[config.mk]
export PLATFORM = sky130hd
export DESIGN_NAME = matrix_multiply_flat
export DESIGN_NICKNAME = d
export VERILOG_FILES = /design/src/rtl/mm_pkg.sv /design/src/rtl/mm_if.sv /design/src/rtl/matrix_multiply.sv /design/src/rtl/mm_store.sv /design/src/rtl/mm_mac.sv /design/src/flat_wrapper.sv
export SDC_FILE = /design/constraint.sdc
export NUM_CORES = 2
export LEC_CHECK = 0
export CAP_MARGIN = 30
export CORE_AREA = 2 2 449 451
export CTS_CLUSTER_DIAMETER = 200
export DETAILED_ROUTE_END_ITERATION = 10
export DIE_AREA = 0 0 451 453
export DONT_BUFFER_PORTS = 1
export PLACE_DENSITY_LB_ADDON = 0.12
export SETUP_SLACK_MARGIN = 0.5
export SLEW_MARGIN = 5
export SYNTH_ARGS = -nofsm -noshare
export SYNTH_HDL_FRONTEND = slang
export SYNTH_SLANG_ARGS = --single-unit
[constraint.sdc]
create_clock -name clk_i -period 7.6 [get_ports clk_i]
set_clock_uncertainty 0.15 [all_clocks]
set_input_delay 0.38 -clock clk_i [delete_from_list [all_inputs] [get_ports clk_i]]
set_output_delay 0.38 -clock clk_i [all_outputs]
set_load 0.05 [all_outputs]
[src/rtl/mm_pkg.sv]
`timescale 1ns / 1ps

package mm_pkg;

  localparam int MAX_DIM = 8;
  localparam int ELEM_W  = 16;
  localparam int DIM_W   = 4;
  localparam int IDX_W   = 3;
  localparam int ADDR_W  = 6;
  localparam int CNT_W   = 7;
  localparam int TOT_W   = 8;
  localparam int PROD_W  = 32;
  localparam int ACC_W   = 35;

  typedef logic signed [ELEM_W-1:0] elem_t;
  typedef logic [DIM_W-1:0]         dim_t;
  typedef logic [IDX_W-1:0]         idx_t;
  typedef logic [ADDR_W-1:0]        addr_t;
  typedef logic signed [ACC_W-1:0]  acc_t;

  typedef enum logic [1:0] {
    CFG_A_ROWS = 2'd0,
    CFG_A_COLS = 2'd1,
    CFG_B_ROWS = 2'd2,
    CFG_B_COLS = 2'd3
  } cfg_reg_e;

  typedef struct packed {
    logic  a_we;
    logic  b_we;
    addr_t addr;
    elem_t data;
  } store_wr_t;

  typedef struct packed {
    logic valid;
    logic first;
    logic last;
  } mac_ctrl_t;

  // zero acts as one, anything above MAX_DIM saturates
  function automatic dim_t eff_dim(input dim_t v);
    dim_t r;
    if (v == '0) begin
      r = DIM_W'(1);
    end else if (v > DIM_W'(MAX_DIM)) begin
      r = DIM_W'(MAX_DIM);
    end else begin
      r = v;
    end
    return r;
  endfunction

endpackage

[src/rtl/mm_if.sv]
`timescale 1ns / 1ps

interface mm_elem_if;
  import mm_pkg::*;

  logic  valid;
  logic  ready;
  elem_t element_value;

  modport source (output valid, output element_value, input ready);
  modport sink (input valid, input element_value, output ready);
endinterface

interface mm_result_if;
  import mm_pkg::*;

  logic valid;
  logic ready;
  acc_t product_value;
  idx_t out_row;
  idx_t out_col;
  logic size_error;
  logic last;

  modport source (output valid, output product_value, output out_row, output out_col,
                  output size_error, output last, input ready);
  modport sink (input valid, input product_value, input out_row, input out_col,
                input size_error, input last, output ready);
endinterface

[src/rtl/matrix_multiply.sv]
`timescale 1ns / 1ps

// Multiplies A (a_rows x a_cols) by B (b_rows x b_cols), signed Q8.8 elements in,
// exact signed Q19.16 sums out. While ready is high elements enter one per cycle, A then
// B, both row-major; the item that completes B starts the product, which leaves row-major
// with row and column tags and last on the final result. If a_cols differs from b_rows a
// single result with size_error set and zero payload is sent instead. Dimensions of 0 act
// as 1 and above 8 as 8. Once loaded, the block drops ready and computes every result on
// one shared multiply-accumulate unit, one term per cycle; each sum passes the store read,
// the product register and the accumulator before it is offered on the output.
// The user must write configuration only while no run is producing results; the block
// does not enforce this.

module matrix_multiply (
  input  logic             clk_i,
  input  logic             rst_ni,
  input  logic             cfg_we_i,
  input  mm_pkg::cfg_reg_e cfg_idx_i,
  input  mm_pkg::dim_t     cfg_data_i,
  mm_elem_if.sink          elem_i,
  mm_result_if.source      result_o
);
  import mm_pkg::*;

  typedef enum logic [4:0] {
    ST_LOAD = 5'b00001,
    ST_CALC = 5'b00010,
    ST_WAIT = 5'b00100,
    ST_EMIT = 5'b01000,
    ST_ERR  = 5'b10000
  } state_e;

  state_e state_q, state_d;

  dim_t a_rows_q, a_cols_q, b_rows_q, b_cols_q;
  dim_t ar, ac, br, bc;

  logic [CNT_W-1:0] lc_q, lc_d, lc_inc;
  logic [TOT_W-1:0] na, nb, total, bi;
  logic             in_a, run_end, size_err;

  idx_t r_q, r_d, c_q, c_d, k_q, k_d;
  logic k_last, c_end, r_end;

  logic [ADDR_W:0] a_idx, b_idx;

  store_wr_t wr;
  mac_ctrl_t ctrl;
  elem_t     a_data, b_data;
  acc_t      acc;
  logic      mac_done;

  logic out_valid_q, out_valid_d, out_free, out_load;
  acc_t out_val_q, out_val_d;
  idx_t out_row_q, out_row_d, out_col_q, out_col_d;
  logic out_err_q, out_err_d, out_last_q, out_last_d;

  logic accept;

  always_ff @(posedge clk_i or negedge rst_ni) begin
    if (!rst_ni) begin
      a_rows_q <= DIM_W'(1);
      a_cols_q <= DIM_W'(1);
      b_rows_q <= DIM_W'(1);
      b_cols_q <= DIM_W'(1);
    end else if (cfg_we_i) begin
      case (cfg_idx_i)
        CFG_A_ROWS: a_rows_q <= cfg_data_i;
        CFG_A_COLS: a_cols_q <= cfg_data_i;
        CFG_B_ROWS: b_rows_q <= cfg_data_i;
        CFG_B_COLS: b_cols_q <= cfg_data_i;
        default: ;
      endcase
    end
  end

  assign ar = eff_dim(a_rows_q);
  assign ac = eff_dim(a_cols_q);
  assign br = eff_dim(b_rows_q);
  assign bc = eff_dim(b_cols_q);

  assign na       = TOT_W'(ar) * TOT_W'(ac);
  assign nb       = TOT_W'(br) * TOT_W'(bc);
  assign total    = na + nb;
  assign size_err = (ac != br);

  assign accept  = elem_i.valid && elem_i.ready;
  assign lc_inc  = lc_q + CNT_W'(1);
  assign in_a    = TOT_W'(lc_q) < na;
  assign bi      = TOT_W'(lc_q) - na;
  assign run_end = (lc_inc == '0) || (TOT_W'(lc_inc) >= total);

  always_comb begin
    wr.data = elem_i.element_value;
    wr.addr = in_a ? lc_q[ADDR_W-1:0] : bi[ADDR_W-1:0];
    wr.a_we = accept && in_a;
    wr.b_we = accept && !in_a && (bi[TOT_W-1:ADDR_W] == '0);
  end

  assign a_idx = (ADDR_W+1)'(r_q) * (ADDR_W+1)'(ac) + (ADDR_W+1)'(k_q);
  assign b_idx = (ADDR_W+1)'(k_q) * (ADDR_W+1)'(bc) + (ADDR_W+1)'(c_q);

  assign k_last = DIM_W'(k_q) == ac - DIM_W'(1);
  assign c_end  = DIM_W'(c_q) == bc - DIM_W'(1);
  assign r_end  = DIM_W'(r_q) == ar - DIM_W'(1);

  assign out_free = !out_valid_q || result_o.ready;

  always_comb begin
    state_d    = state_q;
    lc_d       = lc_q;
    r_d        = r_q;
    c_d        = c_q;
    k_d        = k_q;
    ctrl       = '0;
    out_load   = 1'b0;
    out_val_d  = acc;
    out_row_d  = r_q;
    out_col_d  = c_q;
    out_err_d  = 1'b0;
    out_last_d = r_end && c_end;
    case (state_q)
      ST_LOAD: begin
        if (accept) begin
          lc_d = lc_inc;
          if (run_end) begin
            lc_d    = '0;
            r_d     = '0;
            c_d     = '0;
            k_d     = '0;
            state_d = size_err ? ST_ERR : ST_CALC;
          end
        end
      end
      ST_CALC: begin
        ctrl.valid = 1'b1;
        ctrl.first = (k_q == '0);
        ctrl.last  = k_last;
        if (k_last) begin
          k_d     = '0;
          state_d = ST_WAIT;
        end else begin
          k_d = k_q + IDX_W'(1);
        end
      end
      ST_WAIT: begin
        if (mac_done) begin
          state_d = ST_EMIT;
        end
      end
      ST_EMIT: begin
        if (out_free) begin
          out_load = 1'b1;
          if (r_end && c_end) begin
            state_d = ST_LOAD;
          end else begin
            state_d = ST_CALC;
            if (c_end) begin
              c_d = '0;
              r_d = r_q + IDX_W'(1);
            end else begin
              c_d = c_q + IDX_W'(1);
            end
          end
        end
      end
      ST_ERR: begin
        out_val_d  = '0;
        out_row_d  = '0;
        out_col_d  = '0;
        out_err_d  = 1'b1;
        out_last_d = 1'b1;
        if (out_free) begin
          out_load = 1'b1;
          state_d  = ST_LOAD;
        end
      end
      default: begin
        state_d = ST_LOAD;
      end
    endcase
  end

  always_comb begin
    out_valid_d = out_valid_q;
    if (out_load) begin
      out_valid_d = 1'b1;
    end else if (result_o.ready) begin
      out_valid_d = 1'b0;
    end
  end

  always_ff @(posedge clk_i or negedge rst_ni) begin
    if (!rst_ni) begin
      state_q     <= ST_LOAD;
      lc_q        <= '0;
      r_q         <= '0;
      c_q         <= '0;
      k_q         <= '0;
      out_valid_q <= 1'b0;
    end else begin
      state_q     <= state_d;
      lc_q        <= lc_d;
      r_q         <= r_d;
      c_q         <= c_d;
      k_q         <= k_d;
      out_valid_q <= out_valid_d;
    end
  end

  always_ff @(posedge clk_i) begin
    if (out_load) begin
      out_val_q  <= out_val_d;
      out_row_q  <= out_row_d;
      out_col_q  <= out_col_d;
      out_err_q  <= out_err_d;
      out_last_q <= out_last_d;
    end
  end

  mm_store u_store (
    .clk_i    (clk_i),
    .wr_i     (wr),
    .a_raddr_i(a_idx[ADDR_W-1:0]),
    .b_raddr_i(b_idx[ADDR_W-1:0]),
    .a_data_o (a_data),
    .b_data_o (b_data)
  );

  mm_mac u_mac (
    .clk_i (clk_i),
    .rst_ni(rst_ni),
    .ctrl_i(ctrl),
    .a_i   (a_data),
    .b_i   (b_data),
    .acc_o (acc),
    .done_o(mac_done)
  );

  assign elem_i.ready           = (state_q == ST_LOAD);
  assign result_o.valid         = out_valid_q;
  assign result_o.product_value = out_val_q;
  assign result_o.out_row       = out_row_q;
  assign result_o.out_col       = out_col_q;
  assign result_o.size_error    = out_err_q;
  assign result_o.last          = out_last_q;

  a_count_idle: assert property (@(posedge clk_i) disable iff (!rst_ni)
    (state_q != ST_LOAD) |-> (lc_q == '0))
    else $error("load count not cleared during compute");

  a_done_in_wait: assert property (@(posedge clk_i) disable iff (!rst_ni)
    mac_done |-> (state_q == ST_WAIT))
    else $error("mac finished outside of wait");

  a_err_zero: assert property (@(posedge clk_i) disable iff (!rst_ni)
    (out_valid_q && out_err_q) |-> (out_val_q == '0 && out_last_q))
    else $error("size error item with nonzero payload");

endmodule

[src/rtl/mm_store.sv]
`timescale 1ns / 1ps

module mm_store (
  input  logic              clk_i,
  input  mm_pkg::store_wr_t wr_i,
  input  mm_pkg::addr_t     a_raddr_i,
  input  mm_pkg::addr_t     b_raddr_i,
  output mm_pkg::elem_t     a_data_o,
  output mm_pkg::elem_t     b_data_o
);
  import mm_pkg::*;

  localparam int Depth = 1 << ADDR_W;

  elem_t a_mem [Depth];
  elem_t b_mem [Depth];
  elem_t a_rd_q;
  elem_t b_rd_q;

  always_ff @(posedge clk_i) begin
    if (wr_i.a_we) begin
      a_mem[wr_i.addr] <= wr_i.data;
    end
    a_rd_q <= a_mem[a_raddr_i];
  end

  always_ff @(posedge clk_i) begin
    if (wr_i.b_we) begin
      b_mem[wr_i.addr] <= wr_i.data;
    end
    b_rd_q <= b_mem[b_raddr_i];
  end

  assign a_data_o = a_rd_q;
  assign b_data_o = b_rd_q;

endmodule

[src/rtl/mm_mac.sv]
`timescale 1ns / 1ps

module mm_mac (
  input  logic              clk_i,
  input  logic              rst_ni,
  input  mm_pkg::mac_ctrl_t ctrl_i,
  input  mm_pkg::elem_t     a_i,
  input  mm_pkg::elem_t     b_i,
  output mm_pkg::acc_t      acc_o,
  output logic              done_o
);
  import mm_pkg::*;

  mac_ctrl_t                s1_q;
  mac_ctrl_t                s2_q;
  logic                     done_q;
  logic signed [PROD_W-1:0] prod_q;
  acc_t                     acc_q;
  acc_t                     acc_d;

  // tags follow the store read latency, then the product register
  always_ff @(posedge clk_i or negedge rst_ni) begin
    if (!rst_ni) begin
      s1_q   <= '0;
      s2_q   <= '0;
      done_q <= 1'b0;
    end else begin
      s1_q   <= ctrl_i;
      s2_q   <= s1_q;
      done_q <= s2_q.valid && s2_q.last;
    end
  end

  always_comb begin
    acc_d = (s2_q.first ? acc_t'(0) : acc_q) + ACC_W'(prod_q);
  end

  always_ff @(posedge clk_i) begin
    if (s1_q.valid) begin
      prod_q <= PROD_W'(a_i) * PROD_W'(b_i);
    end
    if (s2_q.valid) begin
      acc_q <= acc_d;
    end
  end

  assign acc_o  = acc_q;
  assign done_o = done_q;

  a_done_follows_last: assert property (@(posedge clk_i) disable iff (!rst_ni)
    done_q |-> $past(s2_q.valid && s2_q.last))
    else $error("mac done without a last term");

  a_s2_follows_s1: assert property (@(posedge clk_i) disable iff (!rst_ni)
    s2_q.valid |-> $past(s1_q.valid))
    else $error("mac stage 2 valid without stage 1");

  a_first_clears: assert property (@(posedge clk_i) disable iff (!rst_ni)
    (s2_q.valid && s2_q.first) |=> acc_q == ACC_W'($past(prod_q)))
    else $error("first term did not restart the sum");

endmodule

[src/flat_wrapper.sv]
// flat-port wrapper written by rule: the top's interface ports become plain ports
module matrix_multiply_flat import mm_pkg::*;
  (clk_i, rst_ni, cfg_we_i, cfg_idx_i, cfg_data_i, elem_i_valid, elem_i_element_value, elem_i_ready, result_o_valid, result_o_product_value, result_o_out_row, result_o_out_col, result_o_size_error, result_o_last, result_o_ready);
  mm_elem_if elem_i_i ();
  mm_result_if result_o_i ();
  input  logic clk_i;
  input  logic rst_ni;
  input  logic cfg_we_i;
  input  mm_pkg::cfg_reg_e cfg_idx_i;
  input  mm_pkg::dim_t cfg_data_i;
  input wire logic [$bits(elem_i_i.valid)-1:0] elem_i_valid;
  input wire logic [$bits(elem_i_i.element_value)-1:0] elem_i_element_value;
  output wire logic [$bits(elem_i_i.ready)-1:0] elem_i_ready;
  output wire logic [$bits(result_o_i.valid)-1:0] result_o_valid;
  output wire logic [$bits(result_o_i.product_value)-1:0] result_o_product_value;
  output wire logic [$bits(result_o_i.out_row)-1:0] result_o_out_row;
  output wire logic [$bits(result_o_i.out_col)-1:0] result_o_out_col;
  output wire logic [$bits(result_o_i.size_error)-1:0] result_o_size_error;
  output wire logic [$bits(result_o_i.last)-1:0] result_o_last;
  input wire logic [$bits(result_o_i.ready)-1:0] result_o_ready;
  assign elem_i_i.valid = elem_i_valid;
  assign elem_i_i.element_value = elem_i_element_value;
  assign elem_i_ready = elem_i_i.ready;
  assign result_o_valid = result_o_i.valid;
  assign result_o_product_value = result_o_i.product_value;
  assign result_o_out_row = result_o_i.out_row;
  assign result_o_out_col = result_o_i.out_col;
  assign result_o_size_error = result_o_i.size_error;
  assign result_o_last = result_o_i.last;
  assign result_o_i.ready = result_o_ready;
  matrix_multiply u_core (.clk_i(clk_i), .rst_ni(rst_ni), .cfg_we_i(cfg_we_i), .cfg_idx_i(cfg_idx_i), .cfg_data_i(cfg_data_i), .elem_i(elem_i_i), .result_o(result_o_i));
endmodule
==> qor.txt <==
CTS sink cnt: 2235
Site Rows: 164
Slowest cell on the critical path: dfxtp_1
Setup crit start: u_core.u_store.a_data_o[4]
Post-DP HPWL: 141 mm
Final Hold Fails: 0
I/O pin count: 72
Setup Viol. Count Final: 0
Clk buf depth: 3
WL/cell: 27.5 um
R2R Setup Slk: 0.90 ns
Critical Path Start Type: flip-flop
Most common cell on crit path: fa_1
TritonRoute pass-1 iters: 5
Req. time, crit path: 8.07 ns
Max incr delay on CP: 0.73 ns
Vias: 48800
Layout Nets: 6036
Die Y: 453 um
Synth unique cells: 87
Initial antenna violation count: 7
Highest clock rate: 149 MHz
Total gr overflow: 0
Core area: 199000 um^2
Register area: 66600 um^2
Post-synthesis async set-or-reset flop share: 0.0201
Critical Path Fanout Max: 16
CTS buffer count: 223
Worst path bufs/invs: 5
CTS tree: built
FF-to-FF Start: u_core.u_store.a_data_o[4]
Synthesized net count: 5707
DRC: 0
Synthesis-stage register bit count: 2235
Status: finished clean
Post-synth EDFFs: 2158
Area delta synth->final: 12.7%
Cell breakdown of the critical path: nand2_1 -> fa_1 -> inv_1 -> fa_1 -> inv_1 -> fa_1 -> fa_1 -> inv_1 -> fa_1 -> inv_1 -> fa_1 -> inv_1 -> ha_1 -> a21oi_1 -> a2bb2oi_1 -> a21oi_1 -> a31o_2 -> and4_4 -> o41ai_4 -> nor3_1 -> o31a_1 -> xor2_1
H-tree depth: 4
Commonest non-fill, non-tap cell in the layout: edfxtp_1
Hold Path Class: primary input to flip-flop
Crit path kind: flip-flop to flip-flop
Max-Cap Viols: 0
Slew @ Worst Pin: 1.01 ns
Post-Route WL: 231 mm
Fin crit share: 0.882
Post-synthesis sequential area ratio: 0.672
Clk pin slew, worst setup/hold paths: 0.06 ns
Max-slew violations: 0
Synth warn: 0
Clk root buf: clkbuf_16
Layout cells sized above 1: 0.229
Most frequent cells in the layout: edfxtp_1 (2158), mux4_2 (640), inv_1 (371), fa_1 (283), buf_4 (247)
Worst skew pair latency: 0.89 ns
Filler cells: 15100
Vias per inst: 5.82
Unrepaired setup endpoints after global routing: no
Largest net degree at the start of global routing: 129
Setup TNS: 0 ns
GRT Util Overall: 0.229
Synth Flop Type: edfxtp_1
PortBufs: 0
Vias in the first global route: 49600
Start point of the worst hold path: cfg_data_i[0]
Detail Route Antenna Nets: 0
Syn Inst Count: 5210
Number of DRC markers in iteration 0: 5389
Critical path's top delay family: adder cells
Die footprint: 204000 um^2
First-pass GRT wire length: 342 mm
Initial core utilization: 0.497
Synthesized area per cell: 19.0 um^2
Critical Path AT: 7.18 ns
Normalized max-slew margin: 0.324
Cell Area, Synth: 99000 um^2
Die W: 451 um
Fin crit period: 6.70 ns
Multi-input gate area: 30300 um^2
GP Congestion: 0.901
Crit end category: flip-flop
path summary, 6_finish.rpt:
kind                                            to  cells after the start
max                        u_core.u_mac.prod_q[30]                     22
min                             u_core.b_rows_q[0]                      2
max reg2reg                u_core.u_mac.prod_q[30]                     22
min reg2reg                   u_core.u_mac.s2_q[0]                      0
max in group asynchronous     u_core.u_mac.s1_q[2]                      4
min in group asynchronous        u_core.state_q[0]                      3
logic make-up (layout without fill, tap and decap cells):
logic type | count (synthesis) | after routing | synth area share
buffers and inverters | 590 | 1104 | 0.0233
DFF | 2235 | 2235 | 0.672
adders and majority gates | 470 | 470 | 0.0810
and+or+nand+nor | 810 | 810 | 0.0420
other | 0 | 4 | 0
muxes | 696 | 696 | 0.152
xor gates and xnor gates | 104 | 104 | 0.00950
AOI/OAI and AO/OA | 305 | 305 | 0.0204
registers in the layout (all words and copies together) (netlist names), 7 cells and up:
register,count
u_core.u_mac.prod_q,32
u_core.u_store.a_mem,1024
u_core.result_o.product_value,35
u_core.u_store.b_mem,1024
u_core.lc_q,7
u_core.u_mac.acc_o,35
u_core.u_store.a_data_o,16
u_core.u_store.b_data_o,16
repair_timing:
action,in CTS,in global routing
hold buffers,49,0
buffers inserted,0,0
setup endpoints to repair,0,6
hold endpoints to repair,2137,0
resized for setup,0,13
routing by layer:
layer	track usage	wire length, um
met1	0.354	105000
met2	0.344	106000
met3	0.0390	15900
met4	0.0533	4030
met5	0	0
Yosys cell counts (15+ instances only):
cell,n,area [um^2]
mux4_2,640,14400
nor3_1,22,110
buf_2,66,330
ha_1,185,2310
and2_1,180,1130
edfxtp_1,2158,64800
nor2_1,168,631
a211oi_1,40,300
and3_1,15,93.8
nand2b_1,27,169
xor2_1,35,307
xnor2_1,65,569
dfxtp_1,32,641
mux2_2,17,191
a21oi_1,106,531
mux2i_1,36,360
inv_1,371,1390
fa_1,285,5710
dfrtp_1,40,1000
nand2_1,205,769
a21o_1,31,233
nor2b_1,111,694
clkbuf_1,137,514
nand3_1,28,140
o21ai_0,44,220
per-stage QoR:
step / setup WS [ns] / hold WS, ns / instances / utilization / instance area, um^2
6_report: 0.896 / 0.168 / 8384 / 0.560 / 112000
5_1_grt: 0.550 / 0.134 / 8383 / 0.560 / 112000
4_1_cts: 0.610 / 0.0902 / 8374 / 0.560 / 112000
3_5_place_dp: 0.642 / -0.0625 / 7915 / 0.521 / 104000
3_3_place_gp: 0.666 / -0.0627 / 7914 / 0.521 / 104000
2_1_floorplan: 1.21 / -0.0656 / 5210 / - / 99000
cell type report:
cell class	count	area share
diodes	4	0.0000897
clock buffers	291	0.0538
clock inverters	119	0.00816
inverters	372	0.0125
multi-input cells	2385	0.271
flip-flops and latches	2235	0.597
well taps	2656	0.0298
repair buffers	322	0.0277
Power is not shown: default switching activity piles up to over one toggle a cycle in this logic, so the estimate is an artifact.
